### src/sv/srbe_pkg.sv
`timescale 1ns / 1ps
// ----------------------------------------------------------------------------
// srbe_pkg
// Types and constants shared by the sensor ring bearing estimator.
// ----------------------------------------------------------------------------
package srbe_pkg;

	localparam int SAMPLE_BITS  = 10;
	localparam int RING_SIZE    = 12;
	localparam int IDX_BITS     = 4;
	localparam int BEARING_BITS = 9;
	localparam int NUM_BITS     = SAMPLE_BITS + 4;
	localparam int QUEUE_DEPTH  = 4;
	localparam int QPTR_BITS    = 2;
	localparam int QCNT_BITS    = 3;

	localparam logic [IDX_BITS-1:0] LAST_IDX = IDX_BITS'(RING_SIZE - 1);

	typedef struct packed {
		logic [SAMPLE_BITS-1:0] eye_0;
		logic [SAMPLE_BITS-1:0] eye_1;
		logic [SAMPLE_BITS-1:0] eye_2;
		logic [SAMPLE_BITS-1:0] eye_3;
		logic [SAMPLE_BITS-1:0] eye_4;
		logic [SAMPLE_BITS-1:0] eye_5;
		logic [SAMPLE_BITS-1:0] eye_6;
		logic [SAMPLE_BITS-1:0] eye_7;
		logic [SAMPLE_BITS-1:0] eye_8;
		logic [SAMPLE_BITS-1:0] eye_9;
		logic [SAMPLE_BITS-1:0] eye_10;
		logic [SAMPLE_BITS-1:0] eye_11;
	} ring_in_t;

	typedef struct packed {
		logic [BEARING_BITS-1:0] bearing;
		logic [IDX_BITS-1:0]     peak_index;
		logic [SAMPLE_BITS-1:0]  peak_value;
		logic                    flat_peak;
	} ring_out_t;

	typedef struct packed {
		logic [IDX_BITS-1:0]    peak_index;
		logic [SAMPLE_BITS-1:0] peak_value;
		logic                   neg;
		logic [NUM_BITS-1:0]    num_mag;
		logic [SAMPLE_BITS-1:0] denom;
	} job_t;

	typedef struct packed {
		logic                 empty;
		logic [QCNT_BITS-1:0] count;
	} queue_status_t;

endpackage

### src/sv/srbe_front.sv
`timescale 1ns / 1ps
// ----------------------------------------------------------------------------
// srbe_front
// Two-stage front end: finds the peak sensor, then forms the interpolation
// numerator and denominator from its ring neighbors.
// ----------------------------------------------------------------------------
module srbe_front
	import srbe_pkg::*;
(
	input  logic          clk,
	input  logic          arst_n,
	input  logic          start,
	input  ring_in_t      eyes,
	input  queue_status_t qstat,
	output logic          busy,
	output logic          push,
	output job_t          job
);

	typedef struct packed {
		logic [IDX_BITS-1:0]    idx;
		logic [SAMPLE_BITS-1:0] val;
	} cand_t;

	function automatic cand_t pick(input cand_t a, input cand_t b);
		cand_t r;
		r = (b.val > a.val) ? b : a;
		return r;
	endfunction

	logic [SAMPLE_BITS-1:0] eye_w [RING_SIZE];
	cand_t                  lvl1 [6];
	cand_t                  lvl2 [3];
	cand_t                  lvl3;
	cand_t                  best;
	logic                   accept;

	logic [SAMPLE_BITS-1:0] eye_s1 [RING_SIZE];
	logic [IDX_BITS-1:0]    idx_s1;
	logic [SAMPLE_BITS-1:0] peak_s1;
	logic                   v_s1;

	logic [SAMPLE_BITS-1:0] left_w;
	logic [SAMPLE_BITS-1:0] right_w;
	logic [SAMPLE_BITS-1:0] lo_w;
	logic [SAMPLE_BITS-1:0] mag_w;
	job_t                   job_s2;
	logic                   v_s2;
	logic [QCNT_BITS:0]     occupancy;

	assign eye_w[0]  = eyes.eye_0;
	assign eye_w[1]  = eyes.eye_1;
	assign eye_w[2]  = eyes.eye_2;
	assign eye_w[3]  = eyes.eye_3;
	assign eye_w[4]  = eyes.eye_4;
	assign eye_w[5]  = eyes.eye_5;
	assign eye_w[6]  = eyes.eye_6;
	assign eye_w[7]  = eyes.eye_7;
	assign eye_w[8]  = eyes.eye_8;
	assign eye_w[9]  = eyes.eye_9;
	assign eye_w[10] = eyes.eye_10;
	assign eye_w[11] = eyes.eye_11;

	always_comb begin
		for (int i = 0; i < 6; i++) begin
			lvl1[i] = pick('{idx: IDX_BITS'(2 * i), val: eye_w[2 * i]},
				'{idx: IDX_BITS'(2 * i + 1), val: eye_w[2 * i + 1]});
		end
		for (int i = 0; i < 3; i++) begin
			lvl2[i] = pick(lvl1[2 * i], lvl1[2 * i + 1]);
		end
		lvl3 = pick(lvl2[0], lvl2[1]);
		best = pick(lvl3, lvl2[2]);
	end

	// Every beat in flight has a reserved queue slot, so the stages never stall.
	assign occupancy = {1'b0, qstat.count} + (QCNT_BITS + 1)'(v_s1)
		+ (QCNT_BITS + 1)'(v_s2);
	assign busy   = occupancy >= (QCNT_BITS + 1)'(QUEUE_DEPTH);
	assign accept = start && !busy;

	always_ff @(posedge clk or negedge arst_n) begin
		if (!arst_n) begin
			v_s1 <= 1'b0;
		end else begin
			v_s1 <= accept;
		end
	end

	always_ff @(posedge clk) begin
		if (accept) begin
			eye_s1  <= eye_w;
			idx_s1  <= best.idx;
			peak_s1 <= best.val;
		end
	end

	always_comb begin
		left_w  = (idx_s1 == '0) ? eye_s1[RING_SIZE - 1] : eye_s1[idx_s1 - 1'b1];
		right_w = (idx_s1 == LAST_IDX) ? eye_s1[0] : eye_s1[idx_s1 + 1'b1];
		lo_w    = (left_w < right_w) ? left_w : right_w;
		mag_w   = (right_w < left_w) ? (left_w - right_w) : (right_w - left_w);
	end

	always_ff @(posedge clk or negedge arst_n) begin
		if (!arst_n) begin
			v_s2 <= 1'b0;
		end else begin
			v_s2 <= v_s1;
		end
	end

	always_ff @(posedge clk) begin
		if (v_s1) begin
			job_s2.peak_index <= idx_s1;
			job_s2.peak_value <= peak_s1;
			job_s2.neg        <= right_w < left_w;
			job_s2.num_mag    <= ({4'b0, mag_w} << 4) - {4'b0, mag_w};
			job_s2.denom      <= peak_s1 - lo_w;
		end
	end

	assign push = v_s2;
	assign job  = job_s2;

endmodule

### src/sv/srbe_queue.sv
`timescale 1ns / 1ps
// ----------------------------------------------------------------------------
// srbe_queue
// Four-entry queue of pending jobs between the front end and the divider.
// ----------------------------------------------------------------------------
module srbe_queue
	import srbe_pkg::*;
(
	input  logic          clk,
	input  logic          arst_n,
	input  logic          push,
	input  job_t          wr_job,
	input  logic          pop,
	output job_t          rd_job,
	output queue_status_t qstat
);

	job_t                 mem [QUEUE_DEPTH];
	logic [QPTR_BITS-1:0] wr_ptr_q;
	logic [QPTR_BITS-1:0] rd_ptr_q;
	logic [QCNT_BITS-1:0] count_q;

	always_ff @(posedge clk or negedge arst_n) begin
		if (!arst_n) begin
			wr_ptr_q <= '0;
			rd_ptr_q <= '0;
			count_q  <= '0;
		end else begin
			if (push) begin
				wr_ptr_q <= wr_ptr_q + 1'b1;
			end
			if (pop) begin
				rd_ptr_q <= rd_ptr_q + 1'b1;
			end
			count_q <= count_q + QCNT_BITS'(push) - QCNT_BITS'(pop);
		end
	end

	always_ff @(posedge clk) begin
		if (push) begin
			mem[wr_ptr_q] <= wr_job;
		end
	end

	assign rd_job      = mem[rd_ptr_q];
	assign qstat.empty = count_q == '0;
	assign qstat.count = count_q;

endmodule

### src/sv/srbe_back.sv
`timescale 1ns / 1ps
// ----------------------------------------------------------------------------
// srbe_back
// Back end: restoring divider for the peak offset and final bearing math.
// ----------------------------------------------------------------------------
module srbe_back
	import srbe_pkg::*;
(
	input  logic          clk,
	input  logic          arst_n,
	input  queue_status_t qstat,
	input  job_t          rd_job,
	output logic          pop,
	output logic          done,
	output ring_out_t     result
);

	typedef enum logic [1:0] {
		ST_IDLE,
		ST_DIVIDE,
		ST_FINISH
	} state_t;

	state_t                  state_q;
	logic [1:0]              step_q;
	logic [NUM_BITS-1:0]     rem_q;
	logic [SAMPLE_BITS-1:0]  denom_q;
	logic [3:0]              quo_q;
	logic                    neg_q;
	logic                    flat_q;
	logic [IDX_BITS-1:0]     idx_q;
	logic [SAMPLE_BITS-1:0]  peak_q;
	logic                    done_q;
	ring_out_t               result_q;

	logic [NUM_BITS-1:0]     dshift_w;
	logic                    fits_w;
	logic [BEARING_BITS-1:0] base_w;
	logic [BEARING_BITS:0]   wide_w;
	logic [BEARING_BITS-1:0] bearing_w;

	assign pop = (state_q == ST_IDLE) && !qstat.empty;

	always_comb begin
		dshift_w = {4'b0, denom_q} << step_q;
		fits_w   = rem_q >= dshift_w;
		base_w   = BEARING_BITS'(idx_q) * BEARING_BITS'(30);
		if (!neg_q) begin
			wide_w = {1'b0, base_w} + (BEARING_BITS + 1)'(quo_q);
		end else if ((BEARING_BITS)'(quo_q) > base_w) begin
			wide_w = {1'b0, base_w} + (BEARING_BITS + 1)'(360)
				- (BEARING_BITS + 1)'(quo_q);
		end else begin
			wide_w = {1'b0, base_w} - (BEARING_BITS + 1)'(quo_q);
		end
		bearing_w = wide_w[BEARING_BITS-1:0];
	end

	always_ff @(posedge clk or negedge arst_n) begin
		if (!arst_n) begin
			state_q <= ST_IDLE;
			done_q  <= 1'b0;
		end else begin
			done_q <= 1'b0;
			case (state_q)
				ST_IDLE: begin
					if (!qstat.empty) begin
						state_q <= (rd_job.denom == '0) ? ST_FINISH : ST_DIVIDE;
					end
				end
				ST_DIVIDE: begin
					if (step_q == '0) begin
						state_q <= ST_FINISH;
					end
				end
				ST_FINISH: begin
					done_q  <= 1'b1;
					state_q <= ST_IDLE;
				end
				default: begin
					state_q <= ST_IDLE;
				end
			endcase
		end
	end

	always_ff @(posedge clk) begin
		case (state_q)
			ST_IDLE: begin
				rem_q   <= rd_job.num_mag;
				denom_q <= rd_job.denom;
				neg_q   <= rd_job.neg;
				flat_q  <= rd_job.denom == '0;
				idx_q   <= rd_job.peak_index;
				peak_q  <= rd_job.peak_value;
				quo_q   <= '0;
				step_q  <= 2'd3;
			end
			ST_DIVIDE: begin
				if (fits_w) begin
					rem_q         <= rem_q - dshift_w;
					quo_q[step_q] <= 1'b1;
				end
				step_q <= step_q - 1'b1;
			end
			ST_FINISH: begin
				result_q.bearing    <= bearing_w;
				result_q.peak_index <= idx_q;
				result_q.peak_value <= peak_q;
				result_q.flat_peak  <= flat_q;
			end
			default: begin
				quo_q <= '0;
			end
		endcase
	end

	assign done   = done_q;
	assign result = result_q;

endmodule

### src/sv/sensor_ring_bearing_estimator.sv
`timescale 1ns / 1ps
// ----------------------------------------------------------------------------
// sensor_ring_bearing_estimator
// Bearing estimate from a twelve-sensor ring snapshot.
// ----------------------------------------------------------------------------
// A snapshot is taken at each clock edge where start is high and busy is low,
// one per cycle while the four-entry job queue has room. Each beat yields one
// result, shown for exactly one cycle with done high; the receiver cannot
// stall it. The front end is pipelined and never stalls. The back end takes
// one job at a time; its four-step restoring divider sets the sustained
// rate, and a flat peak skips the divide. An accepted beat passes through
// the front-end stages, the job queue and the back end's states to done.
// ----------------------------------------------------------------------------
module sensor_ring_bearing_estimator
	import srbe_pkg::*;
(
	input  logic      clk,
	input  logic      arst_n,
	input  logic      start,
	output logic      busy,
	input  ring_in_t  eyes,
	output logic      done,
	output ring_out_t result
);

	logic          push;
	logic          pop;
	job_t          wr_job;
	job_t          rd_job;
	queue_status_t qstat;

	srbe_front u_front (
		.clk    (clk),
		.arst_n (arst_n),
		.start  (start),
		.eyes   (eyes),
		.qstat  (qstat),
		.busy   (busy),
		.push   (push),
		.job    (wr_job)
	);

	srbe_queue u_queue (
		.clk    (clk),
		.arst_n (arst_n),
		.push   (push),
		.wr_job (wr_job),
		.pop    (pop),
		.rd_job (rd_job),
		.qstat  (qstat)
	);

	srbe_back u_back (
		.clk    (clk),
		.arst_n (arst_n),
		.qstat  (qstat),
		.rd_job (rd_job),
		.pop    (pop),
		.done   (done),
		.result (result)
	);

endmodule
### config.mk
export PLATFORM = sky130hd
export DESIGN_NAME = sensor_ring_bearing_estimator
export DESIGN_NICKNAME = d
export VERILOG_FILES = /design/src/sv/srbe_pkg.sv /design/src/sv/srbe_front.sv /design/src/sv/srbe_queue.sv /design/src/sv/srbe_back.sv /design/src/sv/sensor_ring_bearing_estimator.sv
export SDC_FILE = /design/constraint.sdc
export NUM_CORES = 1
export LEC_CHECK = 0
export ABC_AREA = 1
export BUFFER_PORTS_ARGS = -buffer_cell sky130_fd_sc_hd__buf_4
export CAP_MARGIN = 20
export CORE_MARGIN = 3
export CORE_UTILIZATION = 45
export CTS_CLUSTER_SIZE = 8
export DETAILED_ROUTE_END_ITERATION = 12
export MAX_ROUTING_LAYER = met4
export PLACE_DENSITY = 0.72
export SLEW_MARGIN = 20
export SYNTH_ARGS = -nofsm -noshare
export SYNTH_HDL_FRONTEND = slang
export SYNTH_SLANG_ARGS = --single-unit
export TNS_END_PERCENT = 10
### constraint.sdc
create_clock -name clk -period 8.05 [get_ports clk]
set_input_delay 1.61 -clock clk [delete_from_list [all_inputs] [get_ports clk]]
set_output_delay 1.61 -clock clk [all_outputs]
set_load 0.005 [all_outputs]
# Yosys cells after proc, flatten, opt, wreduce, memory -nomap -nowiden
# Memory sizes are Yosys's and may differ from the RTL's.
# Index checks and enable logic that the tools add are counted.
# Widths: inputs -> output; s select.
dict set report word_totals {
  memories 1
  output_inout_bits 26
  reg_bits 255
  inputBits 123
  ramBits 156
}
# memory depth width read_ports rd_clocked_by_memory_dff write_ports line_no
set memory_table {}
lappend memory_table {u_queue.mem 4 39 1 0 1 srbe_queue.sv:18} ;# job_t mem [QUEUE_DEPTH];
dict set report classes {
  bitwise_logic 4
  n_shift 1
  multipliers 1
  n_mux 37
  n_addsub 18
  n_reduce_logical 14
  n_lt_le_gt_ge 20
  eq_ne 6
}
# op count
set ops {}
lappend ops {{$gt 10x10->1} 11}
lappend ops {{$mux 14} 6}
lappend ops {{$bmux 10 s4} 2}
lappend ops {{$mux 10} 8}
lappend ops {{$mux 11} 6}
lappend ops {{$sub 10x10->10} 3}
lappend ops {{$pmux 14 s2} 1}
lappend ops {{$lt 10x10->1} 2}
lappend ops {{$mux 9} 2}
lappend ops {{$sub 9x4->9} 2}
lappend ops {{$ge 14x14->1} 1}
lappend ops {{$shl 10x2->14} 1}
lappend ops {{$sub 14x10->14} 1}
lappend ops {{$sub 14x14->14} 1}
lappend ops {{$ge 5x5->1 const B} 2}
lappend ops {{$logic_not 10->1} 1}
lappend ops {{$not 4->5} 2}
lappend ops {{$add 9x4->9} 1}
lappend ops {{$add 9x9->9 const B} 1}
lappend ops {{$gt 4x9->1} 1}
lappend ops {{$mul 4x4->8 const B} 1}
lappend ops {{$pmux 2 s2} 2}
lappend ops {{$pmux 4 s2} 1}
lappend ops {{$mux 2} 3}
lappend ops {{other kinds (28)} 39}

# Longest topological paths before layout
dict set report logic_depth {
  word_depth 9
  ltp_mapped 51
}

# Modules after synthesis
# From an unflattened synthesis, not the netlist that was laid out.
dict set report hier_totals {
  cells_unflattened 2769
  area_unflattened_um2 24812.5
}
# module cells_per_inst instances area_each_um2
set modules_own_cells {}
lappend modules_own_cells {srbe_front 1583 1 13055.0}
lappend modules_own_cells {srbe_queue 656 1 6940.4}
lappend modules_own_cells {srbe_back 530 1 4817.1}

# Worst setup path after synthesis
# No wires, ideal clock.
dict set report synth_path {
  path_kind {input-to-reg}
  start {input port start}
  end {register u_front.v_s1}
  n_path_buf 0
  cell_stages 2
  t_required_ns 7.337
  setup_slack_ns 0.147
  arrival_time_ns 7.190
  path_cell_list {inv_1 -> nor2_1}
}
dict set report synth_between {
  elab_chain_len 1
}
# item line_no
set synth_lines {}
lappend synth_lines {{start: declaration} sensor_ring_bearing_estimator.sv:19} ;# input logic start,
lappend synth_lines {{$logic_and 1x1->1} srbe_front.sv:80} ;# assign accept = start && !busy;
lappend synth_lines {{named net u_front.accept} srbe_front.sv:36} ;# logic accept;
lappend synth_lines {{end signal: assignment} srbe_front.sv:86} ;# v_s1 <= accept;
lappend synth_lines {{end: declaration} srbe_front.sv:41} ;# logic v_s1;
# The timed path passes the listed nets, and every way through them passes these cells.
# A chain may end at the register's enable or synchronous reset.

==> out/results.txt <==
Worst setup EP type - flop
Mapped Area - 23610 um2
Crit path DAT - 7.69 ns
Die Wd - 235.0 um
# nets final - 2934
Fill cells - 4530
Total GRT Usage - 0.2259
Sink Count - 411
Clock latency on the worst-skew pair - 0.64 ns
DR DRC count - 0
CTS H-tree lvls - 2
Post-cts hold buffer count - 0
HPWL after DPL - 45.56 mm
Num CTS Buffers - 58
Synth warn - 0
R2R cell count - 30
Initial Util - 0.4574
Initial antenna violation count - 0
Final Skew - 0.04743 ns
Post-synth cell types - 56
Footprint of the multi-input gates - 10000 um2
Most Frequent Cell on Critical Path - nand2_1
CTS clk-pin slew, worst paths - 0.05 ns
CTS tree - built
Post-synth top flop - edfxtp_1
Yosys reg bits - 411
Placer Congestion - 1.017
Hold Path Class - flop to flop
MaxCap Viol Count - 0
FF/Latch Area - 12280 um2
Worst relative slew slack - 0.2354
Worst setup path end - u_front.idx_s1[1]
Drt first pass iters - 5
Post-Synthesis Cells - 2434
Fraction of registers with async set/reset - 0.02920
Reg2reg setup slack - 1.00 ns
Layout cells sized above 1 - 0.1191
First-pass GRT wire length - 96.48 mm
# rows - 83
Tightest hold margin - 0.4150 ns
CTS Root Cell - clkbuf_16
Avg Cell Area, Syn - 9.699 um2
Outcome - finished clean
Ports - 149
Grt ovf - 0
Critical path peak fanout - 22
Final worst-path cycle share - 0.9131
RSZ-0062 raised after global routing - no
Vias in the first global route - 17665
Starting DRT DRC Count - 1219
Drt wl/cell - 18.39 um
# port buffers - 148
Die Ht - 235.0 um
Worst slack, placed - -0.09216 ns
Peak Freq - 0.1360 GHz
Syn nets - 2767
DRT antenna net count - 0
Routed WL - 61.00 mm
Clk buf depth - 3
Die footprint - 55240 um2
Fin worst setup slack - 0.6993 ns
Critical path data required time - 8.39 ns
Synth-to-Final Area Change - 15.50%
FF-to-FF End - u_front.job[9]
Largest net degree at the start of global routing - 87
Final Max Tran Viols - 0
Worst-margin pin slew - 1.143 ns
DR vias - 17924
Core Footprint - 51610 um2
Worst path max stage delay - 0.66 ns
Critical path type - primary input to flop
Worst Setup SP - eyes[5]
Via density - 5.405
Min cycle time layout - 7.351 ns
Worst reg2reg startpoint - u_front.idx_s1[0]
Post-synth EDFFs - 399
Hold Violations, Final - 0
CP max stage cell - a2111oi_0
Post-CTS setup buffer count - 0
Antenna diodes - 0
Seq/Total Area, Yosys - 0.5203
Final setup fails - 0
Critical path startpoint category - primary input
sequential cells by signal, indices dropped and copies added (netlist names), 2 cells and up:
signal,flops
u_front.job,39
u_back.denom_q,10
u_back.step_q,2
u_queue.wr_ptr_q,2
u_back.quo_q,4
u_back.state_q,2
u_queue.rd_ptr_q,2
u_front.eye_s1,120
u_queue.count_q,3
u_back.result,24
u_front.peak_s1,10
u_back.peak_q,10
u_back.rem_q,14
u_queue.mem,156
u_back.idx_q,4
u_front.idx_s1,4
placed cells by master, fill, tap and decap left out, types with 6 or more instances in the layout:
cell type	instances
clkinv_1	7
mux2i_1	21
ha_1	195
xnor2_1	16
buf_4	195
dfrtp_1	11
a21o_1	6
nand2_1	491
a31oi_1	17
xor2_1	40
fa_1	15
o21ai_1	15
nand4_1	15
nand3_1	96
o211ai_1	19
nand2_2	19
clkbuf_1	30
a221oi_1	6
a21oi_1	149
inv_1	253
edfxtp_1	399
o21ai_0	239
clkbuf_16	59
o22ai_1	34
o21bai_1	9
nor2_1	191
cells by family after synthesis:
logic type,after synthesis,synth area share
xor+xnor,56,0.02078
fa+ha+maj,210,0.1161
simple gates,853,0.1511
flops,411,0.5203
mux,21,0.008904
buf+inv,351,0.05740
compound gates,532,0.1255
routing by layer:
metal  GRT usage  wire, um
met1      0.2937     26030
met2      0.3716     29730
met3     0.03322      3724
met4     0.06140      1514
met5           -         0
layout make-up:
type	instances	share of cell area
flip-flops and latches	411	0.4505
multi-input cells	1672	0.3668
clock buffers	89	0.05828
repair buffers	196	0.05470
inverters	262	0.03607
well taps	680	0.03121
clock inverters	6	0.002478
Yosys cell counts (all sizes together) (3+ instances only):
| library cell | number | area share |
|---|---|---|
| a2111oi | 3 | 0.0011 |
| a211oi | 4 | 0.0013 |
| a21o | 6 | 0.0019 |
| a21oi | 150 | 0.032 |
| a221o | 3 | 0.0013 |
| a221oi | 6 | 0.0022 |
| a22oi | 4 | 0.0013 |
| a31oi | 17 | 0.0045 |
| and2 | 3 | 0.00080 |
| buf | 18 | 0.0045 |
| clkbuf | 71 | 0.011 |
| clkinv | 5 | 0.00080 |
| dfrtp | 12 | 0.013 |
| edfxtp | 399 | 0.51 |
| fa | 15 | 0.013 |
| ha | 195 | 0.10 |
| inv | 257 | 0.041 |
| mux2i | 21 | 0.0089 |
| nand2 | 515 | 0.085 |
| nand3 | 101 | 0.022 |
| nand3b | 3 | 0.00095 |
| nand4 | 15 | 0.0040 |
| nor2 | 200 | 0.033 |
| nor3 | 6 | 0.0019 |
| nor4 | 3 | 0.00080 |
| o211ai | 19 | 0.0060 |
| o21a | 4 | 0.0013 |
| o21ai | 255 | 0.054 |
| o21bai | 9 | 0.0029 |
| o221ai | 5 | 0.0019 |
| o22ai | 34 | 0.0090 |
| o311ai | 4 | 0.0015 |
| o31ai | 4 | 0.0013 |
| or2 | 5 | 0.0013 |
| xnor2 | 16 | 0.0059 |
| xor2 | 40 | 0.015 |
critical path, delay by kind of cell:
| kind | cells | cell delay [ns] |
|---|---|---|
| and+or+nand+nor | 9 | 0.66 |
| adders and majority gates | 3 | 0.80 |
| AOI/OAI and AO/OA | 13 | 3.25 |
| buffers and inverters | 8 | 1.36 |
how the worst min path moves through the flow:
stage                startpoint                to  slack, ns  depth (start not counted)
2_1_floorplan     u_back.flat_q  u_back.result[0]       0.40                          0
5_1_grt        u_back.peak_q[2]  u_back.result[3]       0.42                          0
3_3_place_gp   u_back.peak_q[4]  u_back.result[5]       0.40                          0
3_5_place_dp   u_back.peak_q[2]  u_back.result[3]       0.40                          0
6_report       u_back.peak_q[2]  u_back.result[3]       0.41                          0
4_1_cts        u_back.peak_q[2]  u_back.result[3]       0.42                          0
per-stage QoR:
| step | util | instances | TNS, ns | instance area, um2 |
|---|---|---|---|---|
| 3_5_place_dp | 0.4954 | 3220 | -0.6946 | 25570 |
| 5_1_grt | 0.5283 | 3316 | 0 | 27260 |
| 4_1_cts | 0.5275 | 3315 | 0 | 27230 |
| 6_report | 0.5283 | 3316 | 0 | 27260 |
| 2_1_floorplan | - | 2434 | 0 | 23610 |
| 3_3_place_gp | 0.4954 | 3220 | -0.05785 | 25570 |
what timing repair did:
| action | 4_1_cts | 5_1_grt |
|---|---|---|
| endpoints found under the hold margin | 0 | 0 |
| resized for setup | 0 | 7 |
| setup endpoints to repair | 0 | 14 |
Power is not shown: default switching activity piles up to over one toggle a cycle in this logic, so the estimate is an artifact.
